**config.mk**
```make
export PLATFORM = sky130hd
export DESIGN_NAME = extremes_tracker_commit_debounce
export DESIGN_NICKNAME = d
export VERILOG_FILES = /design/src/rtl/xtrk_pkg.sv /design/src/rtl/xtrk_cfg.sv /design/src/rtl/xtrk_core.sv /design/src/rtl/extremes_tracker_commit_debounce.sv
export SDC_FILE = /design/constraint.sdc
export NUM_CORES = 1
export LEC_CHECK = 0
export BUFFER_PORTS_ARGS = -buffer_cell sky130_fd_sc_hd__buf_2
export CAP_MARGIN = 20
export CORE_MARGIN = 5
export CORE_UTILIZATION = 55
export DETAILED_ROUTE_END_ITERATION = 16
export PLACE_DENSITY = 0.81
export SYNTH_ARGS = -nofsm -noshare
export SYNTH_HDL_FRONTEND = slang
export SYNTH_SLANG_ARGS = --single-unit
```
**constraint.sdc**
```tcl
create_clock -name clk -period 9 [get_ports clk]
set_clock_uncertainty 0.05 [all_clocks]
set_input_delay 0.9 -clock clk [delete_from_list [all_inputs] [get_ports clk]]
set_output_delay 0.9 -clock clk [all_outputs]
set_load 0.02 [all_outputs]
```
**src/rtl/xtrk_pkg.sv**
```systemverilog
package xtrk_pkg;

  localparam int SampleWidthDef = 16;
  localparam int DeltaWidth     = 15;
  localparam int TickWidth      = 16;
  localparam int CfgIdxWidth    = 2;

  localparam logic [DeltaWidth-1:0] DeltaReset  = 15'd50;
  localparam logic [TickWidth-1:0]  SettleReset = 16'd3600;

  localparam logic [CfgIdxWidth-1:0] CFG_DELTA      = 2'd0;
  localparam logic [CfgIdxWidth-1:0] CFG_SETTLE     = 2'd1;
  localparam logic [CfgIdxWidth-1:0] CFG_STORED_MIN = 2'd2;
  localparam logic [CfgIdxWidth-1:0] CFG_STORED_MAX = 2'd3;

  typedef enum logic [1:0] {
    FUNC_SAMPLE = 2'd0,
    FUNC_TICK   = 2'd1,
    FUNC_INIT   = 2'd2
  } func_t;

  typedef struct packed {
    logic attempt;
    logic done;
    logic pending;
  } xtrk_flags_t;

endpackage

```
**src/rtl/xtrk_cfg.sv**
```systemverilog
module xtrk_cfg
  import xtrk_pkg::*;
#(
  parameter int SAMPLE_WIDTH = SampleWidthDef,
  parameter int CFG_WIDTH    = 16
) (
  input  logic                           clk,
  input  logic                           rst_n,
  input  logic                           cfg_we,
  input  logic [CfgIdxWidth-1:0]         cfg_index,
  input  logic [CFG_WIDTH-1:0]           cfg_wdata,
  output logic [DeltaWidth-1:0]          delta,
  output logic [TickWidth-1:0]           settle,
  output logic signed [SAMPLE_WIDTH-1:0] stored_min,
  output logic signed [SAMPLE_WIDTH-1:0] stored_max
);

  logic [DeltaWidth-1:0]          delta_r;
  logic [TickWidth-1:0]           settle_r;
  logic signed [SAMPLE_WIDTH-1:0] smin_r;
  logic signed [SAMPLE_WIDTH-1:0] smax_r;

  always_ff @(posedge clk) begin
    if (!rst_n) begin
      delta_r  <= DeltaReset;
      settle_r <= SettleReset;
      smin_r   <= '0;
      smax_r   <= '0;
    end else if (cfg_we) begin
      unique case (cfg_index)
        CFG_DELTA:      delta_r  <= cfg_wdata[DeltaWidth-1:0];
        CFG_SETTLE:     settle_r <= cfg_wdata[TickWidth-1:0];
        CFG_STORED_MIN: smin_r   <= cfg_wdata[SAMPLE_WIDTH-1:0];
        CFG_STORED_MAX: smax_r   <= cfg_wdata[SAMPLE_WIDTH-1:0];
        default: ;
      endcase
    end
  end

  assign delta      = delta_r;
  assign settle     = settle_r;
  assign stored_min = smin_r;
  assign stored_max = smax_r;

endmodule

```
**src/rtl/xtrk_core.sv**
```systemverilog
module xtrk_core
  import xtrk_pkg::*;
#(
  parameter int SAMPLE_WIDTH = SampleWidthDef
) (
  input  logic                           clk,
  input  logic                           rst_n,
  input  logic                           step,
  input  logic [1:0]                     func,
  input  logic signed [SAMPLE_WIDTH-1:0] sample,
  input  logic                           flash_ready,
  input  logic [DeltaWidth-1:0]          delta,
  input  logic [TickWidth-1:0]           settle,
  input  logic signed [SAMPLE_WIDTH-1:0] stored_min,
  input  logic signed [SAMPLE_WIDTH-1:0] stored_max,
  output xtrk_flags_t                    flags,
  output logic signed [SAMPLE_WIDTH-1:0] save_min,
  output logic signed [SAMPLE_WIDTH-1:0] save_max
);

  localparam int DW = ((SAMPLE_WIDTH + 1 > DeltaWidth + 1) ? SAMPLE_WIDTH + 1
                                                           : DeltaWidth + 1) + 1;

  logic signed [SAMPLE_WIDTH-1:0] rmin_r, rmin_nxt;
  logic signed [SAMPLE_WIDTH-1:0] rmax_r, rmax_nxt;
  logic signed [SAMPLE_WIDTH-1:0] cmin_r, cmin_nxt;
  logic signed [SAMPLE_WIDTH-1:0] cmax_r, cmax_nxt;
  logic [TickWidth-1:0]           cnt_r, cnt_nxt;
  logic                           pend_r, pend_nxt;

  logic signed [SAMPLE_WIDTH-1:0] new_min, new_max;
  logic                           lower, higher;
  logic signed [DW-1:0]           dmin, dmax, sig_x;
  logic                           force_commit;
  logic [TickWidth-1:0]           cnt_inc;
  logic                           attempt, done;

  assign lower   = sample < rmin_r;
  assign higher  = sample > rmax_r;
  assign new_min = lower  ? sample : rmin_r;
  assign new_max = higher ? sample : rmax_r;
  assign dmin    = DW'(cmin_r) - DW'(new_min);
  assign dmax    = DW'(new_max) - DW'(cmax_r);
  assign sig_x   = $signed(DW'(delta));
  assign force_commit = (dmin >= sig_x) || (dmax >= sig_x);
  assign cnt_inc = (cnt_r == '1) ? cnt_r : cnt_r + 1'b1;

  always_comb begin
    rmin_nxt = rmin_r;
    rmax_nxt = rmax_r;
    cmin_nxt = cmin_r;
    cmax_nxt = cmax_r;
    cnt_nxt  = cnt_r;
    pend_nxt = pend_r;
    attempt  = 1'b0;
    done     = 1'b0;
    unique case (func_t'(func))
      FUNC_SAMPLE: begin
        rmin_nxt = new_min;
        rmax_nxt = new_max;
        if (lower || higher) begin
          cnt_nxt  = '0;
          pend_nxt = 1'b1;
          if (force_commit) begin
            attempt = 1'b1;
            if (flash_ready) begin
              done     = 1'b1;
              cmin_nxt = new_min;
              cmax_nxt = new_max;
              pend_nxt = 1'b0;
            end
          end
        end
      end
      FUNC_TICK: begin
        if (pend_r) begin
          cnt_nxt = cnt_inc;
          if (cnt_inc >= settle) begin
            attempt = 1'b1;
            if (flash_ready) begin
              done     = 1'b1;
              cmin_nxt = rmin_r;
              cmax_nxt = rmax_r;
              pend_nxt = 1'b0;
            end else begin
              cnt_nxt = (settle == '0) ? '0 : settle - 1'b1;
            end
          end
        end
      end
      FUNC_INIT: begin
        rmin_nxt = stored_min;
        rmax_nxt = stored_max;
        cmin_nxt = stored_min;
        cmax_nxt = stored_max;
        cnt_nxt  = '0;
        pend_nxt = 1'b0;
      end
      default: ;
    endcase
  end

  always_ff @(posedge clk) begin
    if (!rst_n) begin
      rmin_r <= '0;
      rmax_r <= '0;
      cmin_r <= '0;
      cmax_r <= '0;
      cnt_r  <= '0;
      pend_r <= 1'b0;
    end else if (step) begin
      rmin_r <= rmin_nxt;
      rmax_r <= rmax_nxt;
      cmin_r <= cmin_nxt;
      cmax_r <= cmax_nxt;
      cnt_r  <= cnt_nxt;
      pend_r <= pend_nxt;
    end
  end

  assign flags.attempt = attempt;
  assign flags.done    = done;
  assign flags.pending = pend_nxt;
  assign save_min      = attempt ? rmin_nxt : '0;
  assign save_max      = attempt ? rmax_nxt : '0;

`ifndef NO_ASSERTIONS
  a_init_clears: assert property (@(posedge clk) disable iff (!rst_n)
    step && func == FUNC_INIT |=> !pend_r && cnt_r == '0 && cmin_r == rmin_r)
    else $error("init did not reload the tracker state");
  a_running_order: assert property (@(posedge clk) disable iff (!rst_n)
    $past(step) && $past(func) == FUNC_SAMPLE && $past(rmin_r <= rmax_r)
    |-> rmin_r <= rmax_r)
    else $error("running extremes crossed after a sample");
  a_idle_hold: assert property (@(posedge clk) disable iff (!rst_n)
    !step |=> $stable(cnt_r) && $stable(pend_r))
    else $error("tracker state moved without an item");
`endif

endmodule

```
**src/rtl/extremes_tracker_commit_debounce.sv**
```systemverilog
// Tracks the running minimum and maximum of signed temperature samples and
// decides when to commit them to external storage. Each item is a sample, a
// one-second tick or an init that reloads all extremes from the stored_min and
// stored_max registers. Each accepted item yields exactly one result, and a new
// item is accepted every cycle while out_ready is high: one input register and
// one result register bound a single compare, subtract and select stage.
// Configuration registers must be written only while idle; this is unenforced.
module extremes_tracker_commit_debounce
  import xtrk_pkg::*;
#(
  parameter int SAMPLE_WIDTH = SampleWidthDef
) (
  input  logic                           clk,
  input  logic                           rst_n,
  input  logic                           in_valid,
  output logic                           in_ready,
  input  logic [1:0]                     in_func,
  input  logic signed [SAMPLE_WIDTH-1:0] in_sample,
  input  logic                           in_flash_ready,
  output logic                           out_valid,
  input  logic                           out_ready,
  output logic                           out_commit_attempt,
  output logic                           out_commit_done,
  output logic signed [SAMPLE_WIDTH-1:0] out_save_min,
  output logic signed [SAMPLE_WIDTH-1:0] out_save_max,
  output logic                           out_pending,
  input  logic                           cfg_we,
  input  logic [CfgIdxWidth-1:0]         cfg_index,
  input  logic [((SAMPLE_WIDTH > TickWidth) ? SAMPLE_WIDTH : TickWidth)-1:0] cfg_wdata
);

  localparam int CfgWidth = (SAMPLE_WIDTH > TickWidth) ? SAMPLE_WIDTH : TickWidth;

  logic                           in_vld_r;
  logic [1:0]                     func_r;
  logic signed [SAMPLE_WIDTH-1:0] sample_r;
  logic                           fready_r;
  logic                           out_vld_r;
  xtrk_flags_t                    flags_r;
  logic signed [SAMPLE_WIDTH-1:0] smin_r, smax_r;

  logic                           advance;
  xtrk_flags_t                    flags;
  logic signed [SAMPLE_WIDTH-1:0] save_min, save_max;
  logic [DeltaWidth-1:0]          delta;
  logic [TickWidth-1:0]           settle;
  logic signed [SAMPLE_WIDTH-1:0] stored_min, stored_max;

  assign advance  = in_vld_r && (!out_vld_r || out_ready);
  assign in_ready = !in_vld_r || advance;

  xtrk_cfg #(
    .SAMPLE_WIDTH (SAMPLE_WIDTH),
    .CFG_WIDTH    (CfgWidth)
  ) u_cfg (
    .clk        (clk),
    .rst_n      (rst_n),
    .cfg_we     (cfg_we),
    .cfg_index  (cfg_index),
    .cfg_wdata  (cfg_wdata),
    .delta      (delta),
    .settle     (settle),
    .stored_min (stored_min),
    .stored_max (stored_max)
  );

  xtrk_core #(
    .SAMPLE_WIDTH (SAMPLE_WIDTH)
  ) u_core (
    .clk         (clk),
    .rst_n       (rst_n),
    .step        (advance),
    .func        (func_r),
    .sample      (sample_r),
    .flash_ready (fready_r),
    .delta       (delta),
    .settle      (settle),
    .stored_min  (stored_min),
    .stored_max  (stored_max),
    .flags       (flags),
    .save_min    (save_min),
    .save_max    (save_max)
  );

  always_ff @(posedge clk) begin
    if (!rst_n) begin
      in_vld_r <= 1'b0;
    end else if (in_ready) begin
      in_vld_r <= in_valid;
    end
  end

  always_ff @(posedge clk) begin
    if (in_valid && in_ready) begin
      func_r   <= in_func;
      sample_r <= in_sample;
      fready_r <= in_flash_ready;
    end
  end

  always_ff @(posedge clk) begin
    if (!rst_n) begin
      out_vld_r <= 1'b0;
    end else if (advance) begin
      out_vld_r <= 1'b1;
    end else if (out_ready) begin
      out_vld_r <= 1'b0;
    end
  end

  always_ff @(posedge clk) begin
    if (advance) begin
      flags_r <= flags;
      smin_r  <= save_min;
      smax_r  <= save_max;
    end
  end

  assign out_valid          = out_vld_r;
  assign out_commit_attempt = flags_r.attempt;
  assign out_commit_done    = flags_r.done;
  assign out_pending        = flags_r.pending;
  assign out_save_min       = smin_r;
  assign out_save_max       = smax_r;

`ifndef NO_ASSERTIONS
  a_done_needs_attempt: assert property (@(posedge clk) disable iff (!rst_n)
    out_vld_r |-> !(flags_r.done && !flags_r.attempt))
    else $error("commit reported done without an attempt");
  a_done_clears_pending: assert property (@(posedge clk) disable iff (!rst_n)
    out_vld_r && flags_r.done |-> !flags_r.pending)
    else $error("pending still set after an accepted commit");
  a_quiet_save: assert property (@(posedge clk) disable iff (!rst_n)
    out_vld_r && !flags_r.attempt |-> smin_r == '0 && smax_r == '0)
    else $error("save values shown without an attempt");
  a_no_drop: assert property (@(posedge clk) disable iff (!rst_n)
    out_vld_r && !out_ready |=> out_vld_r && $stable(flags_r) && $stable(smin_r)
    && $stable(smax_r))
    else $error("stalled result was overwritten");
`endif

endmodule
```
* Word-level counts from Yosys, hierarchy flattened
Cells that the tools add are included.
Word-level totals: register bits after elaboration 200, output and inout bits 37, word-level logic and storage cells 104
Operators by class: add/subtract/negate cells 4, magnitude comparators 5, equal/unequal tests 12, muxes and demuxes 44, reduce and logical (&&, ||, !) cells 19
Operators with widths (count):
- two-way mux 16 bit | 20
- one-hot mux 16 bit (3 select lines) | 3
- one-hot mux 16 bit (2 select lines) | 2
- greater-or-equal comparator 18 x 16 -> 1 bit | 2
- subtractor 16 x 16 -> 17 bit | 2
- adder 16 x 1 -> 16 bit, second input constant | 1
- == test 16 bit, second input constant | 1
- greater-or-equal comparator 16 bit | 1
- greater-than comparator 16 bit | 1
- logical NOT 16 bit | 1
- less-than comparator 16 bit | 1
- two-way mux 1 bit | 16
- subtractor 16 x 1 -> 16 bit, second input constant | 1
- inequality test 2 x 1 -> 1 bit, second input constant | 4
- AND reduction 2 bit | 4
- AND reduction 8 bit | 1
- == test 2 bit, second input constant | 3
- == test 2 x 1 -> 1 bit, second input constant | 2
- logical NOT 2 bit | 2
- logical OR 1 bit | 4
- inequality test 2 bit, second input constant | 2
- one-hot mux 1 bit (2 select lines) | 2
- AND reduction 4 bit | 1
- one-hot mux 1 bit (3 select lines) | 1
- 4 further kinds | 6

* Depth between registers and ports, before layout
Gate-level depths: netlist of the first run.
word-level depth 8, depth in mapped cells 32, mapped depth without buffers 30

* Hierarchy
Synthesis of the first run repeated with hierarchy kept, for this count alone.
Unflattened totals: cell total of the unflattened synthesis 1462, area, all modules 13287.7 sq um
By module, submodules not included:
- xtrk_core | times used 1, cells each 1164, area each 9093.7 sq um, seq. area each 1621.6 sq um
- xtrk_cfg | times used 1, cells each 235, area each 2468.6 sq um, seq. area each 1261.2 sq um
- extremes_tracker_commit_debounce | times used 1, cells each 63, area each 1725.4 sq um, seq. area each 1661.6 sq um

* Worst setup path after synthesis of the first run
Ideal clock, no wire load.
path type register to register, start point register sample_r[15], end point register smax_r[10], in the netlist out_save_max[10], data pin, library setup time 263 ps, data arrival time 6694 ps, slack 1993 ps, cell stages (with the launch flop) 32, clock period less this slack 7007 ps, path through edfxtp_1 -> ha_1 -> and4_1 -> nand2_1 -> o22ai_1 -> a2111oi_4 -> mux2_4 -> clkbuf_1 -> mux2_2 -> inv_1 -> ha_1 -> a21o_1 -> a21o_1 -> inv_1 -> nand2_1 -> o221a_4 -> nor2_1 -> inv_1 -> a41o_1 -> xor2_1 -> ha_1 -> a21o_1 -> a21o_1 -> a21oi_1 -> nand2_1 -> o211a_1 -> o31a_1 -> nand2b_1 -> or3b_1 -> a41oi_4 -> buf_6 -> a21oi_2
Between the ends: word-level cells in the longest chain between the ends 8
Ends and longest elaborated chain:
- start: declaration | line extremes_tracker_commit_debounce.sv:36 | logic signed [SAMPLE_WIDTH-1:0] sample_r;
- start signal: assignment | line extremes_tracker_commit_debounce.sv:96 | sample_r <= in_sample;
- less-than comparator 16 bit / greater-than comparator 16 bit (equally long branches) | line xtrk_core.sv:38, xtrk_core.sv:39
- two-way mux 16 bit (on tied branches) | line xtrk_core.sv:40, xtrk_core.sv:41
- subtractor 16 x 16 -> 17 bit (on tied branches) | line xtrk_core.sv:42, xtrk_core.sv:43
- greater-or-equal comparator 18 x 16 -> 1 bit | line xtrk_core.sv:45 | assign force_commit = (dmin >= sig_x) || (dmax >= sig_x);
- logical OR 1 bit | line xtrk_core.sv:45
- two-way mux 1 bit | line xtrk_core.sv:64 | if (force_commit) begin
- two-way mux 1 bit | line xtrk_core.sv:61 | if (lower || higher) begin
- one-hot mux 1 bit (2 select lines) | line xtrk_core.sv:57 | unique case (func_t'(func))
- end signal: assignment | line extremes_tracker_commit_debounce.sv:115 | smax_r <= save_max;
- end: declaration | line extremes_tracker_commit_debounce.sv:40 | logic signed [SAMPLE_WIDTH-1:0] smin_r, smax_r;
Parallel ways exist; a longest one is shown, timed or not. A chain may end at the register's enable or synchronous reset.

* Final worst setup path of the first run
start point register sample_r[6], end point register u_core.cmax_r[13]
Between the ends: word-level cells in the longest chain between the ends 7
Ends and longest elaborated chain:
- less-than comparator 16 bit / greater-than comparator 16 bit (equally long branches) | line xtrk_core.sv:38, xtrk_core.sv:39
- two-way mux 16 bit (on tied branches) | line xtrk_core.sv:40, xtrk_core.sv:41
- subtractor 16 x 16 -> 17 bit (on tied branches) | line xtrk_core.sv:42, xtrk_core.sv:43
- greater-or-equal comparator 18 x 16 -> 1 bit | line xtrk_core.sv:45
- logical OR 1 bit | line xtrk_core.sv:45
- inequality test 2 x 1 -> 1 bit (no line)
- AND reduction 8 bit (no line)
- end signal: assignment | line xtrk_core.sv:115 | cmax_r <= cmax_nxt;
- end: declaration | line xtrk_core.sv:27 | logic signed [SAMPLE_WIDTH-1:0] cmax_r, cmax_nxt;
Parallel ways exist; a longest one is shown, timed or not. The select of a mux whose other input is x is not followed.

==> results of run 1 <==
-- placed cells by master, fill, tap and decap left out, types with 10 or more instances in the layout --
master	synthesis	routed
sky130_fd_sc_hd__mux2_2	34	34
sky130_fd_sc_hd__buf_4	0	12
sky130_fd_sc_hd__a21oi_2	29	30
sky130_fd_sc_hd__and2_1	12	12
sky130_fd_sc_hd__nor3_1	14	14
sky130_fd_sc_hd__a22oi_1	64	64
sky130_fd_sc_hd__a31oi_1	10	10
sky130_fd_sc_hd__nand2b_1	12	12
sky130_fd_sc_hd__and3_1	10	10
sky130_fd_sc_hd__o21a_1	12	12
sky130_fd_sc_hd__a21o_1	37	37
sky130_fd_sc_hd__buf_2	1	78
sky130_fd_sc_hd__xor2_1	11	11
sky130_fd_sc_hd__mux2i_1	46	46
sky130_fd_sc_hd__edfxtp_1	54	54
sky130_fd_sc_hd__dfxtp_1	146	146
sky130_fd_sc_hd__inv_1	107	107
sky130_fd_sc_hd__o211ai_1	46	46
sky130_fd_sc_hd__nand4_1	14	14
sky130_fd_sc_hd__o21ai_0	33	33
sky130_fd_sc_hd__clkbuf_16	0	17
sky130_fd_sc_hd__nor2b_1	45	44
sky130_fd_sc_hd__xnor2_1	34	34
sky130_fd_sc_hd__nand2_1	262	262
sky130_fd_sc_hd__ha_1	115	113
sky130_fd_sc_hd__a21oi_1	139	138
sky130_fd_sc_hd__nor2_1	89	88
sky130_fd_sc_hd__nand3_1	24	24
-- through the flow --
stage / hold slack, ns / utilization / cells
after floorplan: 0.386 / - / 1566
after global placement: 0.391 / 0.586 / 1896
after detailed placement: 0.398 / 0.587 / 1898
after CTS: 0.409 / 0.612 / 1930
after global routing: 0.420 / 0.615 / 1933
final: 0.407 / 0.615 / 1933
-- metal layers --
| metal | vias to the layer above | share of wire | global-route usage |
|---|---|---|---|
| met5 | - | 0 | 0 |
| met4 | 0 | 0.033 | 0.0949 |
| met3 | 120 | 0.10 | 0.0596 |
| met2 | 621 | 0.46 | 0.450 |
| met1 | 5700 | 0.41 | 0.387 |
| li1 | 5602 | - | - |
-- final cells by class --
type / count / area, µm²
fill: 2024 / 9100
multi-input combinational: 1178 / 8010
sequential: 200 / 4540
timing repair buffer: 95 / 566
clock buffer: 18 / 429
inverter: 109 / 409
tap: 319 / 399
clock inverter: 14 / 158
-- sequential cells by signal, summed over array words and instances, names as in the netlist, 2 cells and up --
register          flops
u_core.rmax_r        16
u_core.rmin_r        16
u_cfg.stored_min     16
u_core.cmax_r        16
u_core.cnt_r         16
sample_r             16
out_save_min         16
u_cfg.stored_max     16
out_save_max         16
u_cfg.settle         16
u_core.cmin_r        16
func_r                2
u_cfg.delta          15
-- worst paths after layout --
path,startpoint,end,cells after the start
setup reg to reg,sample_r[6],u_core.cmax_r[13],30
setup / recovery,sample_r[6],u_core.cmax_r[13],30
hold / removal,u_cfg.delta[14],u_cfg.delta[14],2
hold reg to reg,u_cfg.delta[14],u_cfg.delta[14],2
-- logic make-up (layout without fill, tap and decap cells) --
| logic type | Yosys count | after routing |
|---|---|---|
| xor+xnor | 45 | 45 |
| flops | 200 | 200 |
| mux | 82 | 82 |
| simple gates | 508 | 508 |
| buf+inv | 188 | 236 |
| fa+ha+maj | 117 | 117 |
| compound gates | 426 | 426 |
-- critical path: cells and delay by family, from the launching register on --
kind / cells / cell delay, ns
compound gates: 15 / 4.09
xor+xnor: 1 / 0.23
fa+ha+maj: 3 / 0.93
buf+inv: 4 / 0.71
flops: 1 / 0.57
mux: 3 / 1.09
simple gates: 4 / 0.38
-- power by group --
part	leakage, nW	switching (mW)	internal, mW
combinational	3.62	0.394	0.255
sequential	1.68	0.0300	0.959
clock	0.278	0.404	0.374
==> metrics.json, run 1 <==
{
  "antenna_cells": {"value": 0},
  "hpwl_after_dpl": {"value": 28100, "unit": "µm"},
  "largest_family_of_logic_cells_by_synthesized_area": {"value": "compound AO/OA/AOI/OAI gates"},
  "r2r_setup_slack": {"value": 0.85, "unit": "ns"},
  "cts.root.buffer_cell": {"value": "sky130_fd_sc_hd__clkbuf_16"},
  "boundaryPins": {"value": 79},
  "worst-endpoint-arrival": {"value": 8.48, "unit": "ns"},
  "ff_latch_count_synth": {"value": 200},
  "final_nets": {"value": 1760},
  "post_synth_main_area_contributors": {"value": "sky130_fd_sc_hd__dfxtp_1, sky130_fd_sc_hd__edfxtp_1, sky130_fd_sc_hd__ha_1"},
  "critical_path.most_common_cell": {"value": "sky130_fd_sc_hd__a21o_1"},
  "grt_pass1_wl": {"value": 60900, "unit": "µm"},
  "layout-drive-gt1-share": {"value": 0.136},
  "holdBufCountCts": {"value": 0},
  "yosys.area_share.simple": {"value": 0.172},
  "remaining_drc_errors": {"value": 0},
  "synth.most_common_cell": {"value": "sky130_fd_sc_hd__nand2_1"},
  "finalWeightedCongestion": {"value": 0.952},
  "synth_top_area_cell": {"value": "sky130_fd_sc_hd__dfxtp_1"},
  "post_synth_mux_area_share": {"value": 0.0658},
  "drtIter0Drc": {"value": 1431},
  "seq_area_frac_synth": {"value": 0.343},
  "clock-sinks": {"value": 200},
  "post-route-period-util": {"value": 0.906},
  "finalCriticalPeriod": {"value": 8.15, "unit": "ns"},
  "postPlaceCellArea": {"value": 13900, "unit": "µm²"},
  "number_of_enable_type_register_cells_in_the_synthesized_netlist": {"value": 54},
  "cts_htree_levels": {"value": 4},
  "irDropWorstVdd": {"value": 0.000114, "unit": "V"},
  "fraction_of_synthesized_cell_area_in_xor_and_xnor_cells": {"value": 0.0297},
  "dp_worst_setup_slack": {"value": 1.10, "unit": "ns"},
  "chipHeight": {"value": 165, "unit": "µm"},
  "worstSetupPathType": {"value": "reg2reg"},
  "clock_latency": {"value": 0.45, "unit": "ns"},
  "cts_tree": {"value": "done"},
  "critical_path_peak_fanout": {"value": 19},
  "yosys.area_share.adder": {"value": 0.111},
  "critical_path.slowest_cell": {"value": "sky130_fd_sc_hd__a21oi_4"},
  "antenna_violating_nets_post_route": {"value": 0},
  "grt_overflow": {"value": 0},
  "post_cts_resize_count": {"value": 0},
  "synth.top_cells.by_count": {"value": "sky130_fd_sc_hd__nand2_1, sky130_fd_sc_hd__dfxtp_1, sky130_fd_sc_hd__a21oi_1"},
  "synth-warning-count": {"value": 0},
  "tritoncts.num_buffers": {"value": 17},
  "timing.critical_path.from_type": {"value": "flip-flop"},
  "status": {"value": "completed"},
  "first_global_vias": {"value": 11192},
  "wl_per_cell": {"value": 20.2, "unit": "µm"},
  "vias": {"value": 12043},
  "crit_path_end_kind": {"value": "flip-flop"},
  "initial_antenna_violation_count": {"value": 0},
  "area_inside_the_core_boundary": {"value": 23600, "unit": "µm²"},
  "cellLeakagePower": {"value": 5.58, "unit": "nW"},
  "placement_rows": {"value": 56},
  "timing.critical_path.required": {"value": 9.32, "unit": "ns"},
  "post-cts-setup-buffer-count": {"value": 0},
  "synth_cell_types": {"value": 75},
  "fmax": {"value": 0.123, "unit": "GHz"},
  "timing.final.max_slew_violations": {"value": 0},
  "rsz0062_at_grt": {"value": "false"},
  "grt_max_degree": {"value": 98},
  "synth.top_cell.area_share": {"value": 0.220},
  "hold_viol": {"value": 0},
  "final_worst_setup_slack": {"value": 0.847, "unit": "ns"},
  "setup_violations": {"value": 0},
  "dominantRegCellSynth": {"value": "sky130_fd_sc_hd__dfxtp_1"},
  "slew_headroom": {"value": 0.189},
  "totalNegativeSetupSlack": {"value": 0, "unit": "ns"},
  "cts-root-to-sink-buffers": {"value": 2},
  "first_pass_iters": {"value": 6},
  "syn-instance-count": {"value": 1566},
  "die_x": {"value": 165, "unit": "µm"},
  "maxCapViolations": {"value": 0},
  "design.die.area": {"value": 27300, "unit": "µm²"},
  "synth.avg_cell_area": {"value": 8.47, "unit": "µm²"},
  "global_route.usage.total": {"value": 0.284},
  "clkTransAtPathRegs": {"value": 0.09, "unit": "ns"},
  "final_area": {"value": 14500, "unit": "µm²"},
  "port_buffers": {"value": 78},
  "worst_hold_path_type": {"value": "reg2reg"},
  "postSynthNetCount": {"value": 1725},
  "asyncSetResetFlopFracSynth": {"value": 0},
  "floorplan.initialDensity": {"value": 0.562},
  "area_growth_from_synthesis_to_layout": {"value": 9.42, "unit": "%"},
  "synth-compound-area-share": {"value": 0.221},
  "critical_path.max_stage_delay": {"value": 0.59, "unit": "ns"},
  "drt-vias-per-instance": {"value": 6.23},
  "finalWirelength": {"value": 39100, "unit": "µm"},
  "power_density": {"value": 167, "unit": "nW/µm²"},
  "tightest_slew": {"value": 1.22, "unit": "ns"},
  "total_power_of_the_final_layout": {"value": 2.42, "unit": "mW"},
  "synth_area": {"value": 13300, "unit": "µm²"}
}
Power figures use the tool's default switching activity.
==> inputs of run 2 (changes only) <==
- PLACE_DENSITY: 0.81 -> 0.84
- clock period: 9 -> 7.25 ns (I/O delays scaled with it)
==> run 2 against run 1 <==
Net effect:
- worst setup slack lost 0.66 ns
- clock power grew 28%
- first-iteration DRC count grew 7.0%
- count of clock-buffer cells in the layout shrank 1
- fmax grew 15%
- global-route usage grew 0.13 points
- critical endpoint is now out_save_max[2]
- highest routed layer unchanged
==> metrics.json, run 2 (synthesis results as in run 1) <==
{
  "finalCriticalPeriod": {"value": 7.06, "unit": "ns"},
  "initial_antenna_violation_count": {"value": 0},
  "boundaryPins": {"value": 79},
  "floorplan.initialDensity": {"value": 0.562},
  "critical_path.max_stage_delay": {"value": 0.55, "unit": "ns"},
  "clock_latency": {"value": 0.45, "unit": "ns"},
  "critical_path_peak_fanout": {"value": 9},
  "cts_tree": {"value": "done"},
  "final_cell_mix": {"value": "sky130_fd_sc_hd__nand2_1, sky130_fd_sc_hd__dfxtp_1, sky130_fd_sc_hd__a21oi_1"},
  "power_density": {"value": 208, "unit": "nW/µm²"},
  "grt_max_degree": {"value": 94},
  "worst_hold_path_type": {"value": "in2reg"},
  "vias": {"value": 12243},
  "area_of_the_multi_input_gates": {"value": 8100, "unit": "µm²"},
  "clock-sinks": {"value": 200},
  "die_x": {"value": 165, "unit": "µm"},
  "cts_htree_levels": {"value": 4},
  "worst-endpoint-arrival": {"value": 7.20, "unit": "ns"},
  "area_growth_from_synthesis_to_layout": {"value": 12.5, "unit": "%"},
  "first_pass_iters": {"value": 8},
  "maxCapViolations": {"value": 0},
  "grt_overflow": {"value": 0},
  "grt_pass1_wl": {"value": 61000, "unit": "µm"},
  "final_nets": {"value": 1789},
  "status": {"value": "completed"},
  "final_util": {"value": 0.632},
  "r2r_setup_slack": {"value": 0.19, "unit": "ns"},
  "timing.critical_path.from_type": {"value": "flip-flop"},
  "design.die.area": {"value": 27300, "unit": "µm²"},
  "worstSetupPathType": {"value": "reg2reg"},
  "placement_rows": {"value": 56},
  "total_power_of_the_final_layout": {"value": 3.10, "unit": "mW"},
  "antenna_cells": {"value": 0},
  "finalWeightedCongestion": {"value": 1.04},
  "remaining_drc_errors": {"value": 0},
  "wl_per_cell": {"value": 20.6, "unit": "µm"},
  "drt-vias-per-instance": {"value": 6.24},
  "num-fill-cells": {"value": 1925},
  "hpwl_after_dpl": {"value": 28300, "unit": "µm"},
  "layout-drive-gt1-share": {"value": 0.165},
  "port_buffers": {"value": 78},
  "cts.root.buffer_cell": {"value": "sky130_fd_sc_hd__clkbuf_16"},
  "finalWirelength": {"value": 40400, "unit": "µm"},
  "hold_viol": {"value": 0},
  "mostFrequentLayoutCell": {"value": "sky130_fd_sc_hd__nand2_1"},
  "antenna_violating_nets_post_route": {"value": 0},
  "critical_path.most_common_cell": {"value": "sky130_fd_sc_hd__a21o_1"},
  "first_global_vias": {"value": 11450},
  "timing.final.max_slew_violations": {"value": 0},
  "tritoncts.num_buffers": {"value": 17},
  "cts-root-to-sink-buffers": {"value": 2},
  "clkTransAtPathRegs": {"value": 0.09, "unit": "ns"},
  "timing.critical_path.required": {"value": 7.39, "unit": "ns"},
  "post-route-period-util": {"value": 0.974},
  "cellLeakagePower": {"value": 5.79, "unit": "nW"},
  "critical_path.slowest_cell": {"value": "sky130_fd_sc_hd__edfxtp_1"},
  "slew_headroom": {"value": 0.278},
  "drtIter0Drc": {"value": 1531},
  "setup_violations": {"value": 0},
  "fmax": {"value": 0.142, "unit": "GHz"},
  "crit_path_end_kind": {"value": "flip-flop"},
  "area.sequential": {"value": 4550, "unit": "µm²"},
  "global_route.usage.total": {"value": 0.285},
  "area_inside_the_core_boundary": {"value": 23600, "unit": "µm²"},
  "irDropWorstVdd": {"value": 0.000151, "unit": "V"},
  "tightest_slew": {"value": 1.08, "unit": "ns"},
  "holdBufCountCts": {"value": 0},
  "chipHeight": {"value": 165, "unit": "µm"}
}
## run 2: changes by cell type in the layout (fill, tap and decap cells not counted), moves of 2 or more
cell,previous run,this run
sky130_fd_sc_hd__a21oi_2,30,35
sky130_fd_sc_hd__a21oi_1,138,133
sky130_fd_sc_hd__dfxtp_2,0,2
sky130_fd_sc_hd__clkinv_8,4,6
sky130_fd_sc_hd__o21ai_1,0,2
sky130_fd_sc_hd__ha_2,2,4
sky130_fd_sc_hd__clkbuf_16,17,19
sky130_fd_sc_hd__clkinvlp_4,2,0
sky130_fd_sc_hd__dfxtp_1,146,144
sky130_fd_sc_hd__buf_4,12,34
sky130_fd_sc_hd__buf_12,1,4
sky130_fd_sc_hd__buf_6,2,5
sky130_fd_sc_hd__ha_1,113,110
sky130_fd_sc_hd__o21ai_0,33,31
## run 2: layout make-up
cell class	instances	share of cell area
clock inverters	15	0.0132
multi-input cells	1178	0.543
well taps	319	0.0267
repair buffers	124	0.0567
inverters	109	0.0274
clock buffers	17	0.0285
flip-flops and latches	200	0.305
## run 2: repair_timing
item	CTS	global route
endpoints found under the setup margin	0	67
hold endpoints to repair	0	0
gates resized for setup	0	27
setup buffers	0	10
## run 2: power by group
group | internal, mW | total (mW) | switching (mW)
Clock | 0.477 | 0.999 | 0.522
Combinational | 0.358 | 0.877 | 0.519
Sequential | 1.19 | 1.23 | 0.0357
Total | 2.03 | 3.10 | 1.08
## run 2: final timing paths
| check | from | endpoint | depth (start not counted) |
|---|---|---|---|
| max | sample_r[1] | out_save_max[2] | 30 |
| min | in_sample[11] | sample_r[11] | 1 |
| max reg2reg | sample_r[1] | out_save_max[2] | 30 |
| min reg2reg | u_cfg.delta[13] | u_cfg.delta[13] | 2 |
## run 2: routing by layer
| layer | track usage | routed length, µm | share of wire | vias up |
|---|---|---|---|---|
| met5 | 0 | 0 | 0 | - |
| li1 | - | - | - | 5677 |
| met1 | 0.373 | 16100 | 0.40 | 5763 |
| met4 | 0.123 | 2080 | 0.051 | 0 |
| met3 | 0.0645 | 3970 | 0.098 | 157 |
| met2 | 0.453 | 18200 | 0.45 | 646 |
## run 2: critical path, delay by kind of cell, from the launching register on
kind,cells,cell delay (ns)
AOI/OAI and AO/OA,13,2.84
xor gates and xnor gates,1,0.14
adders and majority gates,3,0.91
buffers and inverters,5,0.60
DFF,1,0.55
muxes,2,0.60
and+or+nand+nor,6,1.09
## run 2: per-stage QoR
step                      cell area (µm²)  instances  setup TNS [ns]  worst slack (ns)  hold slack, ns
final                               14900       1962               0             0.189           0.388
after global routing                14900       1962          -0.855           -0.0425           0.374
after CTS                           14600       1947               0            0.0443           0.381
after detailed placement            14000       1915               0             0.234           0.398
after global placement              14000       1914               0             0.413           0.391
after floorplan                     13300       1566               0             0.243           0.386
==> inputs of run 3 (changes only) <==
- ABC_AREA: default -> 1
- MAX_ROUTING_LAYER: default -> met4
==> run 3 against run 2 <==
Net effect:
- worst setup slack improved by 0.50 ns
- die area decreased by 1.5%
- count of clock-buffer cells in the layout increased by 1
- highest routed layer unchanged
- combinational power increased by 19%
- critical path depth increased by 11
==> metrics.json, run 3 <==
{
  "status": {"value": "completed"},
  "layout-drive-gt1-share": {"value": 0.0841},
  "syn-instance-count": {"value": 1826},
  "drt-vias-per-instance": {"value": 5.84},
  "post-route-period-util": {"value": 0.905},
  "global_route.usage.total": {"value": 0.306},
  "initial_antenna_violation_count": {"value": 1},
  "post_synth_main_area_contributors": {"value": "sky130_fd_sc_hd__dfxtp_1, sky130_fd_sc_hd__edfxtp_1, sky130_fd_sc_hd__nand2_1"},
  "cts.root.buffer_cell": {"value": "sky130_fd_sc_hd__clkbuf_16"},
  "reg2regPathDepth": {"value": 41},
  "clock-sinks": {"value": 200},
  "critical_path.most_common_cell": {"value": "sky130_fd_sc_hd__nand2_1"},
  "synth.top_cell.area_share": {"value": 0.224},
  "wl_per_cell": {"value": 18.5, "unit": "µm"},
  "cts_htree_levels": {"value": 4},
  "holdBufCountCts": {"value": 0},
  "ff_latch_count_synth": {"value": 200},
  "critical_path_peak_fanout": {"value": 25},
  "tightest_slew": {"value": 1.10, "unit": "ns"},
  "antenna_violating_nets_post_route": {"value": 0},
  "tritoncts.num_buffers": {"value": 17},
  "maxCapViolations": {"value": 0},
  "synth_top_area_cell": {"value": "sky130_fd_sc_hd__dfxtp_1"},
  "fmax": {"value": 0.152, "unit": "GHz"},
  "synth.avg_cell_area": {"value": 7.15, "unit": "µm²"},
  "clkTransAtPathRegs": {"value": 0.08, "unit": "ns"},
  "met3_usage": {"value": 0.0447},
  "timing.hold.worst.start": {"value": "in_func[1]"},
  "area_growth_from_synthesis_to_layout": {"value": 9.57, "unit": "%"},
  "setup_violations": {"value": 0},
  "r2r_setup_slack": {"value": 0.69, "unit": "ns"},
  "grt_overflow": {"value": 0},
  "synth_cell_types": {"value": 50},
  "crit_path_end_kind": {"value": "flip-flop"},
  "remaining_drc_errors": {"value": 0},
  "port_buffers": {"value": 78},
  "cts-root-to-sink-buffers": {"value": 2},
  "worst_hold_path_type": {"value": "in2reg"},
  "timing.critical_path.required": {"value": 7.54, "unit": "ns"},
  "cellLeakagePower": {"value": 6.56, "unit": "nW"},
  "placement_rows": {"value": 56},
  "grt_max_degree": {"value": 74},
  "hold-path-cell-count": {"value": 1},
  "boundaryPins": {"value": 79},
  "rsz0062_at_grt": {"value": "false"},
  "number_of_enable_type_register_cells_in_the_synthesized_netlist": {"value": 54},
  "finalCriticalPeriod": {"value": 6.56, "unit": "ns"},
  "synth.top_cells.by_count": {"value": "sky130_fd_sc_hd__nand2_1, sky130_fd_sc_hd__inv_1, sky130_fd_sc_hd__a21oi_1"},
  "chipHeight": {"value": 164, "unit": "µm"},
  "area_inside_the_core_boundary": {"value": 23400, "unit": "µm²"},
  "drtIter0Drc": {"value": 1566},
  "slew_headroom": {"value": 0.265},
  "final_nets": {"value": 2024},
  "dominantRegCellSynth": {"value": "sky130_fd_sc_hd__dfxtp_1"},
  "postSynthNetCount": {"value": 1985},
  "critical_path.slowest_cell": {"value": "sky130_fd_sc_hd__edfxtp_1"},
  "placed_cells": {"value": 2161},
  "hold_viol": {"value": 0},
  "worstSetupPathType": {"value": "reg2reg"},
  "timing.critical_path.from_type": {"value": "flip-flop"},
  "power_density": {"value": 227, "unit": "nW/µm²"},
  "design.die.area": {"value": 26900, "unit": "µm²"},
  "clock_latency": {"value": 0.45, "unit": "ns"},
  "final_cell_mix": {"value": "sky130_fd_sc_hd__nand2_1, sky130_fd_sc_hd__inv_1, sky130_fd_sc_hd__a21oi_1"},
  "cts_tree": {"value": "done"},
  "vias": {"value": 12827},
  "first_global_vias": {"value": 12090},
  "num-fill-cells": {"value": 2109},
  "layout.cells.non_filler": {"value": 2197},
  "timing.final.max_slew_violations": {"value": 0},
  "synth.most_common_cell": {"value": "sky130_fd_sc_hd__nand2_1"},
  "hpwl_after_dpl": {"value": 29900, "unit": "µm"},
  "asyncSetResetFlopFracSynth": {"value": 0},
  "critical_path.max_stage_delay": {"value": 0.45, "unit": "ns"},
  "global_routing_s_busiest_layer": {"value": "met2"},
  "worst-endpoint-arrival": {"value": 6.86, "unit": "ns"},
  "finalWeightedCongestion": {"value": 1.01},
  "grt_pass1_wl": {"value": 63100, "unit": "µm"},
  "floorplan.initialDensity": {"value": 0.558},
  "irDropWorstVdd": {"value": 0.000159, "unit": "V"},
  "die_x": {"value": 164, "unit": "µm"},
  "seq_area_frac_synth": {"value": 0.348},
  "rr_startpoint": {"value": "sample_r[3]"},
  "first_pass_iters": {"value": 6},
  "totalNegativeSetupSlack": {"value": 0, "unit": "ns"},
  "antenna_cells": {"value": 0},
  "mostFrequentLayoutCell": {"value": "sky130_fd_sc_hd__nand2_1"},
  "finalWirelength": {"value": 40700, "unit": "µm"},
  "synth-warning-count": {"value": 0},
  "min_to": {"value": "func_r[1]"},
  "gr-usage-met2": {"value": 0.480},
  "use_met1": {"value": 0.383},
  "crit-reg2reg-capture": {"value": "u_core.cmax_r[5]"},
  "synth_area": {"value": 13100, "unit": "µm²"}
}
## run 3: routing by layer
metal	part of all wire	wire length, µm
met5	0	0
met4	0.062	2520
met3	0.080	3250
met2	0.45	18500
met1	0.41	16500
## run 3: kinds of logic (layout without fill, tap and decap cells)
kind of cell	after synthesis	after routing	share of synthesized area
adders and majority gates	117	117	0.113
xor gates and xnor gates	41	41	0.0275
DFF	200	200	0.348
muxes	1	1	0.000767
AOI/OAI and AO/OA	441	441	0.187
and+or+nand+nor	707	710	0.229
buffers and inverters	319	368	0.0940
## run 3: cell type report
class                           count  area [µm²]  share of cell area
Sequential cell                   200        4540               0.318
Timing Repair Buffer               93         523              0.0366
Tap cell                          319         399              0.0279
Clock buffer                       18         439              0.0307
Inverter                          243         912              0.0638
Clock inverter                     14         134             0.00936
Multi-Input combinational cell   1310        7350               0.514
## run 3: repair_timing
action / CTS / global route
setup buffers: 0 / 0
setup endpoints to repair: 0 / 66
hold endpoints to repair: 0 / 0
resized for setup: 0 / 8
## run 3: report_power, final
part	switching [mW]	internal [mW]
registers	0.0339	1.21
logic	0.697	0.346
clock network	0.467	0.493
total	1.20	2.05
## run 3: through the flow
| stage | power [mW] | util | hold slack [ns] | setup slack [ns] | cell area (µm²) |
|---|---|---|---|---|---|
| after floorplan | 1.99 | - | 0.391 | 1.73 | 13100 |
| after global placement | 2.24 | 0.583 | 0.399 | 0.827 | 13600 |
| after detailed placement | 2.26 | 0.583 | 0.406 | 0.530 | 13600 |
| after CTS | 3.21 | 0.607 | 0.393 | 0.458 | 14200 |
| after global routing | 3.42 | 0.611 | 0.387 | 0.0215 | 14300 |
| final | 3.24 | 0.611 | 0.397 | 0.686 | 14300 |
## run 3: worst max-delay path, delay by kind of cell, from the launching register on
| kind | cells | cell delay (ns) |
|---|---|---|
| AOI/OAI and AO/OA | 10 | 1.72 |
| xor gates and xnor gates | 1 | 0.15 |
| adders and majority gates | 3 | 1.05 |
| buffers and inverters | 5 | 0.47 |
| DFF | 1 | 0.45 |
| and+or+nand+nor | 22 | 2.56 |
## run 3: worst max path at each step
stage / start / endpoint / slack (ns) / depth (start not counted)
final: sample_r[3] / u_core.cmax_r[5] / 0.69 / 41
after global routing: sample_r[3] / u_core.cmax_r[6] / 0.02 / 41
after CTS: sample_r[3] / out_save_max[5] / 0.46 / 41
after detailed placement: sample_r[3] / out_save_max[5] / 0.53 / 41
after global placement: sample_r[3] / out_save_max[12] / 0.83 / 41
after floorplan: sample_r[3] / out_save_min[10] / 1.73 / 38
